===== src/rtl/pse_pkg.sv =====
// Shared types, symbol codes and status codes for the postfix stack evaluator.
`default_nettype none
package pse_pkg;

	localparam int STACK_DEPTH_DEF = 16;

	localparam logic [7:0] SYM_ZERO = 8'h30;
	localparam logic [7:0] SYM_NINE = 8'h39;
	localparam logic [7:0] SYM_ADD  = 8'h2B;
	localparam logic [7:0] SYM_SUB  = 8'h2D;
	localparam logic [7:0] SYM_MUL  = 8'h2A;
	localparam logic [7:0] SYM_DIV  = 8'h2F;
	localparam logic [7:0] SYM_MOD  = 8'h25;
	localparam logic [7:0] SYM_POW  = 8'h5E;

	localparam logic [2:0] ST_OK        = 3'd0;
	localparam logic [2:0] ST_OVERFLOW  = 3'd1;
	localparam logic [2:0] ST_UNDERFLOW = 3'd2;
	localparam logic [2:0] ST_DIVZERO   = 3'd3;
	localparam logic [2:0] ST_BADSYM    = 3'd4;
	localparam logic [2:0] ST_EMPTY     = 3'd5;

	typedef enum logic [2:0] {
		OP_ADD,
		OP_SUB,
		OP_MUL,
		OP_DIV,
		OP_MOD,
		OP_POW
	} alu_op_t;

	typedef struct packed {
		logic        start;
		alu_op_t     op;
		logic [31:0] a;
		logic [31:0] b;
	} alu_req_t;

	typedef struct packed {
		logic        done;
		logic        div_zero;
		logic [31:0] result;
	} alu_rsp_t;

	function automatic logic is_digit(logic [7:0] s);
		return (s >= SYM_ZERO) && (s <= SYM_NINE);
	endfunction

	function automatic logic is_oper(logic [7:0] s);
		return (s == SYM_ADD) || (s == SYM_SUB) || (s == SYM_MUL) ||
			(s == SYM_DIV) || (s == SYM_MOD) || (s == SYM_POW);
	endfunction

	function automatic alu_op_t sym_to_op(logic [7:0] s);
		alu_op_t op;
		case (s)
			SYM_ADD: op = OP_ADD;
			SYM_SUB: op = OP_SUB;
			SYM_MUL: op = OP_MUL;
			SYM_DIV: op = OP_DIV;
			SYM_MOD: op = OP_MOD;
			SYM_POW: op = OP_POW;
			default: op = OP_ADD;
		endcase
		return op;
	endfunction

endpackage
`default_nettype wire


===== src/rtl/pse_stack.sv =====
// Operand stack memory: one write port and one read port with registered read data.
`default_nettype none
module pse_stack #(
	parameter int DEPTH = pse_pkg::STACK_DEPTH_DEF,
	parameter int AW    = $clog2(DEPTH)
) (
	input  wire logic          clk,
	input  wire logic          wr_en,
	input  wire logic [AW-1:0] wr_addr,
	input  wire logic [31:0]   wr_data,
	input  wire logic          rd_en,
	input  wire logic [AW-1:0] rd_addr,
	output logic      [31:0]   rd_data
);

	logic [31:0] mem [DEPTH];

	always_ff @(posedge clk) begin
		if (wr_en) begin
			mem[wr_addr] <= wr_data;
		end
	end

	always_ff @(posedge clk) begin
		if (rd_en) begin
			rd_data <= mem[rd_addr];
		end
	end

endmodule
`default_nettype wire


===== src/rtl/pse_alu.sv =====
// Iterative arithmetic unit: one adder path, one shared multiplier and a bit-serial divider.
`default_nettype none
module pse_alu (
	input  wire logic              clk,
	input  wire logic              arst_n,
	input  wire pse_pkg::alu_req_t req,
	output pse_pkg::alu_rsp_t      rsp
);

	typedef enum logic [2:0] {
		A_IDLE,
		A_DIV,
		A_DFIX,
		A_PMUL,
		A_PSQ,
		A_DONE
	} alu_state_t;

	alu_state_t       state_q;
	pse_pkg::alu_op_t op_q;
	logic [31:0]      acc_q;
	logic [31:0]      sq_q;
	logic [31:0]      exp_q;
	logic [31:0]      rem_q;
	logic [31:0]      quo_q;
	logic [31:0]      dvs_q;
	logic [4:0]       cnt_q;
	logic             qneg_q;
	logic             rneg_q;
	logic [31:0]      res_q;
	logic             dz_q;

	logic [31:0] a_mag;
	logic [31:0] b_mag;
	logic [31:0] mul_x;
	logic [31:0] mul_y;
	logic [31:0] mul_p;
	logic [32:0] shifted;
	logic [32:0] diff;
	logic [31:0] pow_neg;

	assign a_mag = req.a[31] ? (32'd0 - req.a) : req.a;
	assign b_mag = req.b[31] ? (32'd0 - req.b) : req.b;

	// The single multiplier serves the plain product and both steps of square-and-multiply.
	always_comb begin
		case (state_q)
			A_PMUL: begin
				mul_x = acc_q;
				mul_y = sq_q;
			end
			A_PSQ: begin
				mul_x = sq_q;
				mul_y = sq_q;
			end
			default: begin
				mul_x = req.a;
				mul_y = req.b;
			end
		endcase
	end

	assign mul_p   = mul_x * mul_y;
	assign shifted = {rem_q, quo_q[31]};
	assign diff    = shifted - {1'b0, dvs_q};

	// A negative exponent only survives for a base of one or minus one.
	always_comb begin
		if (req.a == 32'd1) begin
			pow_neg = 32'd1;
		end else if (req.a == 32'hFFFF_FFFF) begin
			pow_neg = req.b[0] ? 32'hFFFF_FFFF : 32'd1;
		end else begin
			pow_neg = 32'd0;
		end
	end

	always_ff @(posedge clk or negedge arst_n) begin
		if (!arst_n) begin
			state_q <= A_IDLE;
		end else begin
			case (state_q)
				A_IDLE: begin
					if (req.start) begin
						op_q <= req.op;
						dz_q <= 1'b0;
						case (req.op)
							pse_pkg::OP_ADD: begin
								res_q   <= req.a + req.b;
								state_q <= A_DONE;
							end
							pse_pkg::OP_SUB: begin
								res_q   <= req.a - req.b;
								state_q <= A_DONE;
							end
							pse_pkg::OP_MUL: begin
								res_q   <= mul_p;
								state_q <= A_DONE;
							end
							pse_pkg::OP_DIV, pse_pkg::OP_MOD: begin
								if (req.b == 32'd0) begin
									dz_q    <= 1'b1;
									res_q   <= 32'd0;
									state_q <= A_DONE;
								end else begin
									rem_q   <= 32'd0;
									quo_q   <= a_mag;
									dvs_q   <= b_mag;
									cnt_q   <= 5'd0;
									qneg_q  <= req.a[31] ^ req.b[31];
									rneg_q  <= req.a[31];
									state_q <= A_DIV;
								end
							end
							pse_pkg::OP_POW: begin
								if (req.b[31]) begin
									res_q   <= pow_neg;
									state_q <= A_DONE;
								end else if (req.b == 32'd0) begin
									res_q   <= 32'd1;
									state_q <= A_DONE;
								end else begin
									acc_q   <= 32'd1;
									sq_q    <= req.a;
									exp_q   <= req.b;
									state_q <= A_PMUL;
								end
							end
							default: begin
								res_q   <= 32'd0;
								state_q <= A_DONE;
							end
						endcase
					end
				end
				A_DIV: begin
					// Restoring division on magnitudes, one quotient bit per cycle.
					if (!diff[32]) begin
						rem_q <= diff[31:0];
						quo_q <= {quo_q[30:0], 1'b1};
					end else begin
						rem_q <= shifted[31:0];
						quo_q <= {quo_q[30:0], 1'b0};
					end
					cnt_q <= cnt_q + 5'd1;
					if (cnt_q == 5'd31) begin
						state_q <= A_DFIX;
					end
				end
				A_DFIX: begin
					if (op_q == pse_pkg::OP_DIV) begin
						res_q <= qneg_q ? (32'd0 - quo_q) : quo_q;
					end else begin
						res_q <= rneg_q ? (32'd0 - rem_q) : rem_q;
					end
					state_q <= A_DONE;
				end
				A_PMUL: begin
					if (exp_q[0]) begin
						acc_q <= mul_p;
					end
					state_q <= A_PSQ;
				end
				A_PSQ: begin
					sq_q  <= mul_p;
					exp_q <= {1'b0, exp_q[31:1]};
					if (exp_q[31:1] == 31'd0) begin
						res_q   <= acc_q;
						state_q <= A_DONE;
					end else begin
						state_q <= A_PMUL;
					end
				end
				A_DONE: begin
					state_q <= A_IDLE;
				end
				default: begin
					state_q <= A_IDLE;
				end
			endcase
		end
	end

	assign rsp.done     = (state_q == A_DONE);
	assign rsp.div_zero = dz_q;
	assign rsp.result   = res_q;

endmodule
`default_nettype wire


===== src/rtl/postfix_stack_evaluator_unit.sv =====
// Top level of the postfix stack evaluator: token sequencer, stack control and result register.
//
// Tokens arrive on the token channel (token_valid, token_stall, symbol, last), one byte
// per transfer. A digit pushes 0..9; + - * / % ^ pop two operands and push the result.
// The transfer that carries last produces one result on the result channel (result_valid,
// result_stall, value, status) after the token itself is processed.
// The block takes one token at a time and holds token_stall high while it works on it.
// A digit is pushed in the decode step. An operator reads both operands and then waits
// on the arithmetic unit: divide and remainder produce one quotient bit per cycle, and
// power uses square-and-multiply over one shared multiplier, one multiply step and
// one square step per exponent bit. A last token then reads the top of the stack.
// The result sits in an output register; further tokens are taken while it waits, and
// only the next last token waits in its final step until the register is free.
// Errors are sticky within one expression; the stack and the error clear after each
// result. Reset empties the stack, clears the error and drops result_valid. The stack
// memory needs no clearing pass since only entries below the fill count are ever used.
`default_nettype none
module postfix_stack_evaluator_unit #(
	parameter int STACK_DEPTH = pse_pkg::STACK_DEPTH_DEF
) (
	input  wire logic               clk,
	input  wire logic               arst_n,
	input  wire logic               token_valid,
	output logic                    token_stall,
	input  wire logic [7:0]         symbol,
	input  wire logic               last,
	output logic                    result_valid,
	input  wire logic               result_stall,
	output logic signed [31:0]      value,
	output logic        [2:0]       status
);

	localparam int AW = $clog2(STACK_DEPTH);
	localparam int CW = $clog2(STACK_DEPTH + 1);

	typedef enum logic [2:0] {
		S_IDLE,
		S_DECODE,
		S_RD_B,
		S_RD_A,
		S_EXEC,
		S_FIN_RD,
		S_FIN_OUT
	} seq_state_t;

	seq_state_t  state_q;
	logic [7:0]  sym_q;
	logic        last_q;
	logic [CW-1:0] count_q;
	logic [2:0]  error_q;
	logic [31:0] b_q;
	logic        res_valid_q;
	logic [31:0] value_q;
	logic [2:0]  status_q;

	logic [CW-1:0] cnt_m1;
	logic [CW-1:0] cnt_m2;
	logic          wr_en;
	logic [AW-1:0] wr_addr;
	logic [31:0]   wr_data;
	logic          rd_en;
	logic [AW-1:0] rd_addr;
	logic [31:0]   rd_data;
	logic          sym_digit;
	logic          sym_oper;
	logic          out_free;

	pse_pkg::alu_req_t alu_req;
	pse_pkg::alu_rsp_t alu_rsp;

	assign cnt_m1    = count_q - CW'(1);
	assign cnt_m2    = count_q - CW'(2);
	assign sym_digit = pse_pkg::is_digit(sym_q);
	assign sym_oper  = pse_pkg::is_oper(sym_q);
	assign out_free  = !res_valid_q || !result_stall;

	// A push writes at the fill count; an operator result replaces the lower operand.
	assign wr_en = ((state_q == S_DECODE) && (error_q == pse_pkg::ST_OK) && sym_digit &&
			(count_q != CW'(STACK_DEPTH))) ||
		((state_q == S_EXEC) && alu_rsp.done && !alu_rsp.div_zero);
	assign wr_addr = (state_q == S_DECODE) ? count_q[AW-1:0] : cnt_m2[AW-1:0];
	assign wr_data = (state_q == S_DECODE) ? 32'(sym_q - pse_pkg::SYM_ZERO) : alu_rsp.result;

	assign rd_en = ((state_q == S_DECODE) && (error_q == pse_pkg::ST_OK) && sym_oper &&
			(count_q >= CW'(2))) ||
		(state_q == S_RD_B) || (state_q == S_FIN_RD);
	assign rd_addr = (state_q == S_RD_B) ? cnt_m2[AW-1:0] : cnt_m1[AW-1:0];

	assign alu_req.start = (state_q == S_RD_A);
	assign alu_req.op    = pse_pkg::sym_to_op(sym_q);
	assign alu_req.a     = rd_data;
	assign alu_req.b     = b_q;

	pse_stack #(
		.DEPTH (STACK_DEPTH),
		.AW    (AW)
	) u_stack (
		.clk     (clk),
		.wr_en   (wr_en),
		.wr_addr (wr_addr),
		.wr_data (wr_data),
		.rd_en   (rd_en),
		.rd_addr (rd_addr),
		.rd_data (rd_data)
	);

	pse_alu u_alu (
		.clk    (clk),
		.arst_n (arst_n),
		.req    (alu_req),
		.rsp    (alu_rsp)
	);

	always_ff @(posedge clk or negedge arst_n) begin
		if (!arst_n) begin
			state_q     <= S_IDLE;
			count_q     <= '0;
			error_q     <= pse_pkg::ST_OK;
			res_valid_q <= 1'b0;
		end else begin
			// The final step loads the next result itself when the register frees up.
			if (res_valid_q && !result_stall && (state_q != S_FIN_OUT)) begin
				res_valid_q <= 1'b0;
			end
			case (state_q)
				S_IDLE: begin
					if (token_valid) begin
						sym_q   <= symbol;
						last_q  <= last;
						state_q <= S_DECODE;
					end
				end
				S_DECODE: begin
					if (error_q != pse_pkg::ST_OK) begin
						state_q <= last_q ? S_FIN_RD : S_IDLE;
					end else if (sym_digit) begin
						if (count_q == CW'(STACK_DEPTH)) begin
							error_q <= pse_pkg::ST_OVERFLOW;
						end else begin
							count_q <= count_q + CW'(1);
						end
						state_q <= last_q ? S_FIN_RD : S_IDLE;
					end else if (sym_oper) begin
						if (count_q < CW'(2)) begin
							error_q <= pse_pkg::ST_UNDERFLOW;
							state_q <= last_q ? S_FIN_RD : S_IDLE;
						end else begin
							state_q <= S_RD_B;
						end
					end else begin
						error_q <= pse_pkg::ST_BADSYM;
						state_q <= last_q ? S_FIN_RD : S_IDLE;
					end
				end
				S_RD_B: begin
					b_q     <= rd_data;
					state_q <= S_RD_A;
				end
				S_RD_A: begin
					state_q <= S_EXEC;
				end
				S_EXEC: begin
					if (alu_rsp.done) begin
						if (alu_rsp.div_zero) begin
							error_q <= pse_pkg::ST_DIVZERO;
						end else begin
							count_q <= cnt_m1;
						end
						state_q <= last_q ? S_FIN_RD : S_IDLE;
					end
				end
				S_FIN_RD: begin
					state_q <= S_FIN_OUT;
				end
				S_FIN_OUT: begin
					if (out_free) begin
						res_valid_q <= 1'b1;
						if (error_q != pse_pkg::ST_OK) begin
							status_q <= error_q;
							value_q  <= 32'd0;
						end else if (count_q == '0) begin
							status_q <= pse_pkg::ST_EMPTY;
							value_q  <= 32'd0;
						end else begin
							status_q <= pse_pkg::ST_OK;
							value_q  <= rd_data;
						end
						count_q <= '0;
						error_q <= pse_pkg::ST_OK;
						state_q <= S_IDLE;
					end
				end
				default: begin
					state_q <= S_IDLE;
				end
			endcase
		end
	end

	assign token_stall  = (state_q != S_IDLE);
	assign result_valid = res_valid_q;
	assign value        = $signed(value_q);
	assign status       = status_q;

`ifndef SYNTHESIS
	a_count_bound: assert property (@(posedge clk) disable iff (!arst_n)
		count_q <= CW'(STACK_DEPTH))
		else $error("stack fill count exceeds depth");

	a_result_source: assert property (@(posedge clk) disable iff (!arst_n)
		$rose(result_valid) |-> $past(state_q == S_FIN_OUT))
		else $error("result raised outside the final step");

	a_alu_owner: assert property (@(posedge clk) disable iff (!arst_n)
		alu_rsp.done |-> (state_q == S_EXEC))
		else $error("arithmetic unit finished while sequencer was not waiting");

	a_error_value: assert property (@(posedge clk) disable iff (!arst_n)
		(result_valid && (status != pse_pkg::ST_OK)) |-> (value == 32'sd0))
		else $error("nonzero value returned with an error status");
`endif

endmodule
`default_nettype wire

===== config.mk =====
export PLATFORM = sky130hd
export DESIGN_NAME = postfix_stack_evaluator_unit
export DESIGN_NICKNAME = d
export VERILOG_FILES = /design/src/rtl/pse_pkg.sv /design/src/rtl/pse_stack.sv /design/src/rtl/pse_alu.sv /design/src/rtl/postfix_stack_evaluator_unit.sv
export SDC_FILE = /design/constraint.sdc
export NUM_CORES = 2
export LEC_CHECK = 0
export ABC_CLOCK_PERIOD_IN_PS = 28300
export BUFFER_PORTS_ARGS = -buffer_cell sky130_fd_sc_hd__buf_4
export CORE_MARGIN = 10
export CORE_UTILIZATION = 50
export DETAILED_ROUTE_END_ITERATION = 12
export MAX_ROUTING_LAYER = met4
export PLACE_DENSITY_LB_ADDON = 0.3
export SLEW_MARGIN = 15
export SYNTH_ARGS = -nofsm -noshare
export SYNTH_HDL_FRONTEND = slang
export SYNTH_SLANG_ARGS = --single-unit

===== constraint.sdc =====
create_clock -name clk -period 28.3 [get_ports clk]
set_clock_uncertainty 0.15 [all_clocks]
set_input_delay 0 -clock clk [delete_from_list [all_inputs] [get_ports clk]]
set_output_delay 0 -clock clk [all_outputs]
set_load 0.02 [all_outputs]

# Word level (Yosys, flattened, before mapping)
# Memories as Yosys holds them, arrays and structs flattened. A register that Yosys moved wholly into a read port is not among the register bits.
# Index checks and enable logic that the tools add are counted.
dict set report totals {
  ff_bits 326
  ramBits 512
  output_inout_bits 37
  elab_cells 235
  memories 1
}
dict set report op_classes {
  addsub 12
  multipliers 1
  magnitude_cmp 4
  n_eq_ne 49
  mux 91
  bitwise_logic 2
  n_reduce_logical 52
}
# memory depth width rd rd_clocked_by_memory_dff write_ports line
set mem_list {}
lappend mem_list {u_stack.mem 16 32 1 1 1 pse_stack.sv:16} ;# logic [31:0] mem [DEPTH];
# op n
set op_table {}
lappend op_table {{$mux W32} 34}
lappend op_table {{$pmux W32 S2} 6}
lappend op_table {{$pmux W32 S5} 1}
lappend op_table {{$sub A1 B32 Y32 const A} 4}
lappend op_table {{$pmux W32 S3} 1}
lappend op_table {{$mux W3} 23}
lappend op_table {{$mux W5} 9}
lappend op_table {{$eq A8 B6 Y1 const B} 5}
lappend op_table {{$sub A33 B32 Y33} 1}
lappend op_table {{$add A32 B32 Y32} 1}
lappend op_table {{$eq A32 B1 Y1 const B} 1}
lappend op_table {{$eq A32 B32 Y1 const B} 1}
lappend op_table {{$logic_not A32 Y1} 1}
lappend op_table {{$mul A32 B32 Y32} 1}
lappend op_table {{$sub A32 B32 Y32} 1}
lappend op_table {{$logic_not A31 Y1} 1}
lappend op_table {{$mux W31} 1}
lappend op_table {{$pmux W3 S5} 2}
lappend op_table {{$ne A2 B2 Y1 const B} 12}
lappend op_table {{$eq A3 B2 Y1 const B} 7}
lappend op_table {{$eq A3 B3 Y1 const B} 7}
lappend op_table {{$pmux W3 S7} 1}
lappend op_table {{$reduce_and A7 Y1} 3}
lappend op_table {{$pmux W5 S3} 1}
lappend op_table {{other kinds (35)} 86}

# Longest topological paths before layout
dict set report depth {
  ltp_word 10
  ltp_mapped 36
  ltp_nobuf 30
}

# Cells and area by module
# From an unflattened synthesis, not the netlist that was laid out.
dict set report hier_totals {
  hier_cells 4936
  hier_area_um2 57523.9
}
# module instances cells_per_inst area_each_um2
set modules_own_cells {}
lappend modules_own_cells {pse_alu 1 3749 33286.9}
lappend modules_own_cells {pse_stack 1 838 20155.6}
lappend modules_own_cells {postfix_stack_evaluator_unit 1 349 4081.4}

# Worst setup path before layout
# No wires, ideal clock.
dict set report synth_path {
  kind {register -> register}
  from {register sym_q[4]}
  to {register u_alu.cnt_q[0] (enable)}
  setup_ns 0.866
  t_arrival_ns 12.485
  slack_ns 14.799
  stages_incl_launch_ff 9
  n_path_buf 1
  period_less_slack_ns 13.501
  path_cell_list {edfxtp_1 > inv_1 > ha_1 > nand2_1 > or3_1 > clkbuf_1 > nand2_1 > nand3_1 > a2111oi_0}
}
dict set report synth_between {
  elab_chain_cells 6
  elab_cells_between_ends 11
}
# element line
set synth_rtl {}
lappend synth_rtl {{from (decl)} postfix_stack_evaluator_unit.sv:47} ;# logic [7:0] sym_q;
lappend synth_rtl {{from (signal assigned)} postfix_stack_evaluator_unit.sv:128} ;# sym_q <= symbol;
lappend synth_rtl {{$eq A8 B7 Y1 or $eq A8 B6 Y1 (tied branches)} pse_pkg.sv:56} ;# case (s)
lappend synth_rtl {{$pmux W3 S5 *} pse_pkg.sv:56}
lappend synth_rtl {{$eq A3 B2 Y1 or $eq A3 B3 Y1 (tied branches)} pse_alu.sv:87} ;# case (req.op)
lappend synth_rtl {{$reduce_or A2 Y1 *} pse_alu.sv:87}
lappend synth_rtl {{$ne A2 B2 Y1 (no source line) *} --}
lappend synth_rtl {{$reduce_and A5 Y1 (no source line) *} --}
lappend synth_rtl {{to (signal assigned)} pse_alu.sv:145} ;# cnt_q <= cnt_q + 5'd1;
lappend synth_rtl {{to (decl)} pse_alu.sv:27} ;# logic [4:0] cnt_q;
# Every way passes the cells marked *; elsewhere a longest branch is shown, timed or not.
# A chain may end at the register's enable or synchronous reset.

# Final worst setup path
dict set report layout_path {
  from {register u_alu.state_q[2]}
  to {register u_alu.res_q[30], data pin}
}
dict set report layout_between {
  elab_chain_cells 7
  elab_cells_between_ends 11
}
# element line
set layout_rtl {}
lappend layout_rtl {{from (decl)} pse_alu.sv:19} ;# alu_state_t state_q;
lappend layout_rtl {{from (signal assigned)} pse_alu.sv:80} ;# state_q <= A_IDLE;
lappend layout_rtl {{from (signal assigned)} pse_alu.sv:90} ;# state_q <= A_DONE;
lappend layout_rtl {{from (signal assigned)} pse_alu.sv:94} ;# state_q <= A_DONE;
lappend layout_rtl {{$eq A3 B2 Y1 or $eq A3 B3 Y1 (tied branches)} {pse_alu.sv:47, pse_alu.sv:82}}
lappend layout_rtl {{$reduce_or A2 Y1 (no source line)} --}
lappend layout_rtl {{$mux W32} pse_alu.sv:47} ;# case (state_q)
lappend layout_rtl {{$mul A32 B32 Y32} pse_alu.sv:63} ;# assign mul_p = mul_x * mul_y;
lappend layout_rtl {{$pmux W32 S5} pse_alu.sv:87}
lappend layout_rtl {{$mux W32} pse_alu.sv:84} ;# if (req.start) begin
lappend layout_rtl {{$pmux W32 S3 *} pse_alu.sv:82} ;# case (state_q)
lappend layout_rtl {{to (signal assigned)} pse_alu.sv:89} ;# res_q <= req.a + req.b;
lappend layout_rtl {{to (signal assigned)} pse_alu.sv:93} ;# res_q <= req.a - req.b;
lappend layout_rtl {{to (signal assigned)} pse_alu.sv:97} ;# res_q <= mul_p;
lappend layout_rtl {{to (decl)} pse_alu.sv:30} ;# logic [31:0] res_q;
# Every way passes the cells marked *; elsewhere a longest branch is shown, timed or not. The select of a mux whose other input is x is not followed.

==> results.toml <==
[clock_network]
numCtsBuffers = 85
postCtsResizedCells = 0
tritoncts = "yes"
htree_levels = 3
clk_pin_slew_ns = 0.07
hold_buffers = 23
cts-root-buf = "clkbuf_16"
clk_latency_ns = 0.67
clk_path_buf_depth = 3
clock_sinks = 869
cts_setup_buffers = 0

[route]
postRouteAntennaNets = 0
initialDrtViolationCount = 4811
vias = 40330
wirelength_um = 174700
first_pass_iters = 6
viasPerCell = 6.113
wl_per_cell_um = 26.49
drc_errors = 0

[logic_synthesis]
synth-xor-area-share_pct = 4.613
ys.flop_type = "edfxtp_1"
yosys.area_share.simple_pct = 11.52
yosys_register_bits = 869
synth_top_family_by_area = "adder cells"
synth-async-reset-ratio_pct = 1.726
synthMuxAreaShare_pct = 6.855
ys_types = 88
synth_fa_ha_area_share_pct = 18.72
synth-compound-area-share_pct = 8.112
synth_nets = 5611
avgSynthCellArea_sq_um = 11.53
ys_seq_area_share_pct = 45.27
synth-edff-count = 854
syn-cell-area_sq_um = 57470
synth_warnings = 0
synth_cells = 4984

[timing]
slew_headroom_pct = 14.78
drv_slew = 0
max_freq_mhz = 89.99
hold_viol_final = 0
setup_ws_ns = 17.19
tightest_slew_ns = 1.243
grt_setup_unrepaired = "no"
tns_ns = 0
setup_viol = 0
finalCritPeriodShare_pct = 39.27
period_minus_slack_ns = 11.11

[floorplan]
boundaryPins = 50
die_area_sq_um = 128900
die_w_um = 359.0
coreArea_sq_um = 114200
start_util_pct = 50.33
num_rows = 124
die_h_um = 359.0

[finish]
syn_to_final_growth_pct = 9.697
fin_area_sq_um = 63050
nets = 5644
drive_gt1_share_pct = 10.51

[placement]
pre_cts_ws_ns = 17.58
post_dp_cell_area_sq_um = 59980
portBuffers = 49
hpwl_um = 121500
finalWeightedCongestion = 1.011

[setup_path]
endpoint_kind = "register"
crit_path_top_delay_cell = "mux2i_1"
required_ns = 28.53
reg2reg_slack_ns = 17.19
criticalPathCategory = "register to register"
cp_slowest_stage_delay_ns = 0.97
startpoint_type = "register"
cp.arrival_ns = 11.35
cp_common_cell = "fa_1"
critPathBufInv = 5
cpLargestDelayFamily = "adder cells"
cp_max_fo = 59

[status]
status = "completed"

[global_routing]
grt_pass1_wl_um = 261300
grt_max_degree = 88
overflow = 0
antenna_found_initial = 5
grt_pass1_vias = 40080
grt.total_usage_pct = 27.46

[job]
maxCapViolCount = 0

[min_path]
hp-class = "input pin to register"
[Yosys cell counts, types with 50 or more instances]
cell	instances	area (sq um)
and2_1	63	394.1
mux4_2	128	2883
inv_1	488	1832
a211oi_1	65	488.0
mux2i_1	91	910.9
a21oi_1	157	785.8
nor2_1	497	1866
edfxtp_1	854	25640
xnor2_1	160	1401
nor2b_1	52	325.3
ha_1	204	2552
fa_1	410	8208
o21ai_0	185	925.9
clkbuf_1	188	705.7
nand2_1	664	2492
a21o_1	50	375.4
xor2_1	128	1121
[metrics by stage]
step	instances	util [%]	hold slack, ns
final	6597	55.21	0.08255
after global routing	6596	55.21	0.1226
after CTS	6593	55.20	0.08206
after detailed placement	6419	52.53	-0.2298
after global placement	6419	52.52	-0.2285
after floorplan	4984	-	-0.4456
[cells in the final DEF (no fill, tap or decap), types with 21 or more instances in the layout]
cell type | netlist | final
a21o_1 | 50 | 50
or3_1 | 22 | 22
o21ai_0 | 185 | 185
nor2b_1 | 52 | 52
ha_1 | 204 | 204
nor3_1 | 46 | 43
nand3_1 | 35 | 35
fa_1 | 410 | 410
edfxtp_1 | 854 | 854
mux2i_1 | 91 | 82
inv_1 | 488 | 488
buf_4 | 4 | 172
xor2_1 | 128 | 128
dlygate4sd3_1 | 0 | 23
a211oi_1 | 65 | 65
nor2_1 | 497 | 479
a21oi_1 | 157 | 156
o31ai_1 | 40 | 40
a31o_2 | 21 | 21
xnor2_1 | 160 | 158
clkbuf_16 | 0 | 85
and2_1 | 63 | 63
nand2_1 | 664 | 663
a31oi_1 | 32 | 23
mux4_2 | 128 | 128
[path summary, 6_finish.rpt]
path	startpoint	end	cells past startpoint
worst min register to register	error_q[1]$_DFFE_PN0P_	status[1]$_SDFFCE_PN0P_	0
worst max-delay path	u_alu.state_q[2]$_DFFE_PN0P_	u_alu.res_q[30]$_DFFE_PP_	27
worst max register to register	u_alu.state_q[2]$_DFFE_PN0P_	u_alu.res_q[30]$_DFFE_PP_	27
max in group asynchronous	arst_n	u_alu.state_q[0]$_DFFE_PN0P_	3
worst min-delay path	result_stall	result_valid$_DFF_PN0_	4
min in group asynchronous	arst_n	error_q[1]$_DFFE_PN0P_	3
[metal layers]
metal  vias to the layer above  GRT usage [%]  part of all wire, %
li1                      17380              -                    -
met2                      2068          41.79                   46
met4                         0          12.51                  5.5
met1                     20380          35.95                   39
met5                         -              -                    0
met3                       502          4.667                  9.4
[worst min-delay path: cells and delay by family]
family | cells | cell delay, ns
compound gates | 1 | 0.10
buf+inv | 2 | 0.63
simple gates | 1 | 0.11
[state kept, by name, summed over array words and instances, names as in the netlist, 3 cells and up]
name	cells
b_q	32
u_alu.rem_q	32
count_q	5
u_alu.res_q	32
u_stack.rd_data	32
state_q	3
u_alu.dvs_q	32
status	3
error_q	3
u_alu.acc_q	32
u_alu.sq_q	32
u_alu.state_q	3
value	32
u_alu.cnt_q	5
u_alu.op_q	3
u_stack.mem	512
sym_q	8
u_alu.quo_q	32
u_alu.exp_q	31
[area by class of cell]
type,instances,area (sq um)
diodes,4,10.01
clock buffers,106,2266
clock inverters,45,559.3
fillers,9589,51140
inverters,489,1836
multi-input cells,3377,28940
flip-flops and latches,869,26020
well taps,1512,1892
repair buffers,195,1521
[cell families (layout without fill, tap and decap cells)]
kind of cell / count (synthesis) / after routing
XOR/XNOR: 294 / 294
other: 0 / 4
flip-flops: 869 / 869
buffers and inverters: 738 / 835
adder cells (fa/ha/maj): 614 / 614
AO/OA/AOI/OAI: 718 / 718
AND/OR/NAND/NOR: 1519 / 1519
multiplexers: 232 / 232
Power is left out: the tool's default activity adds up to more than one toggle a clock period on the data nets, which glitch-free logic cannot reach.
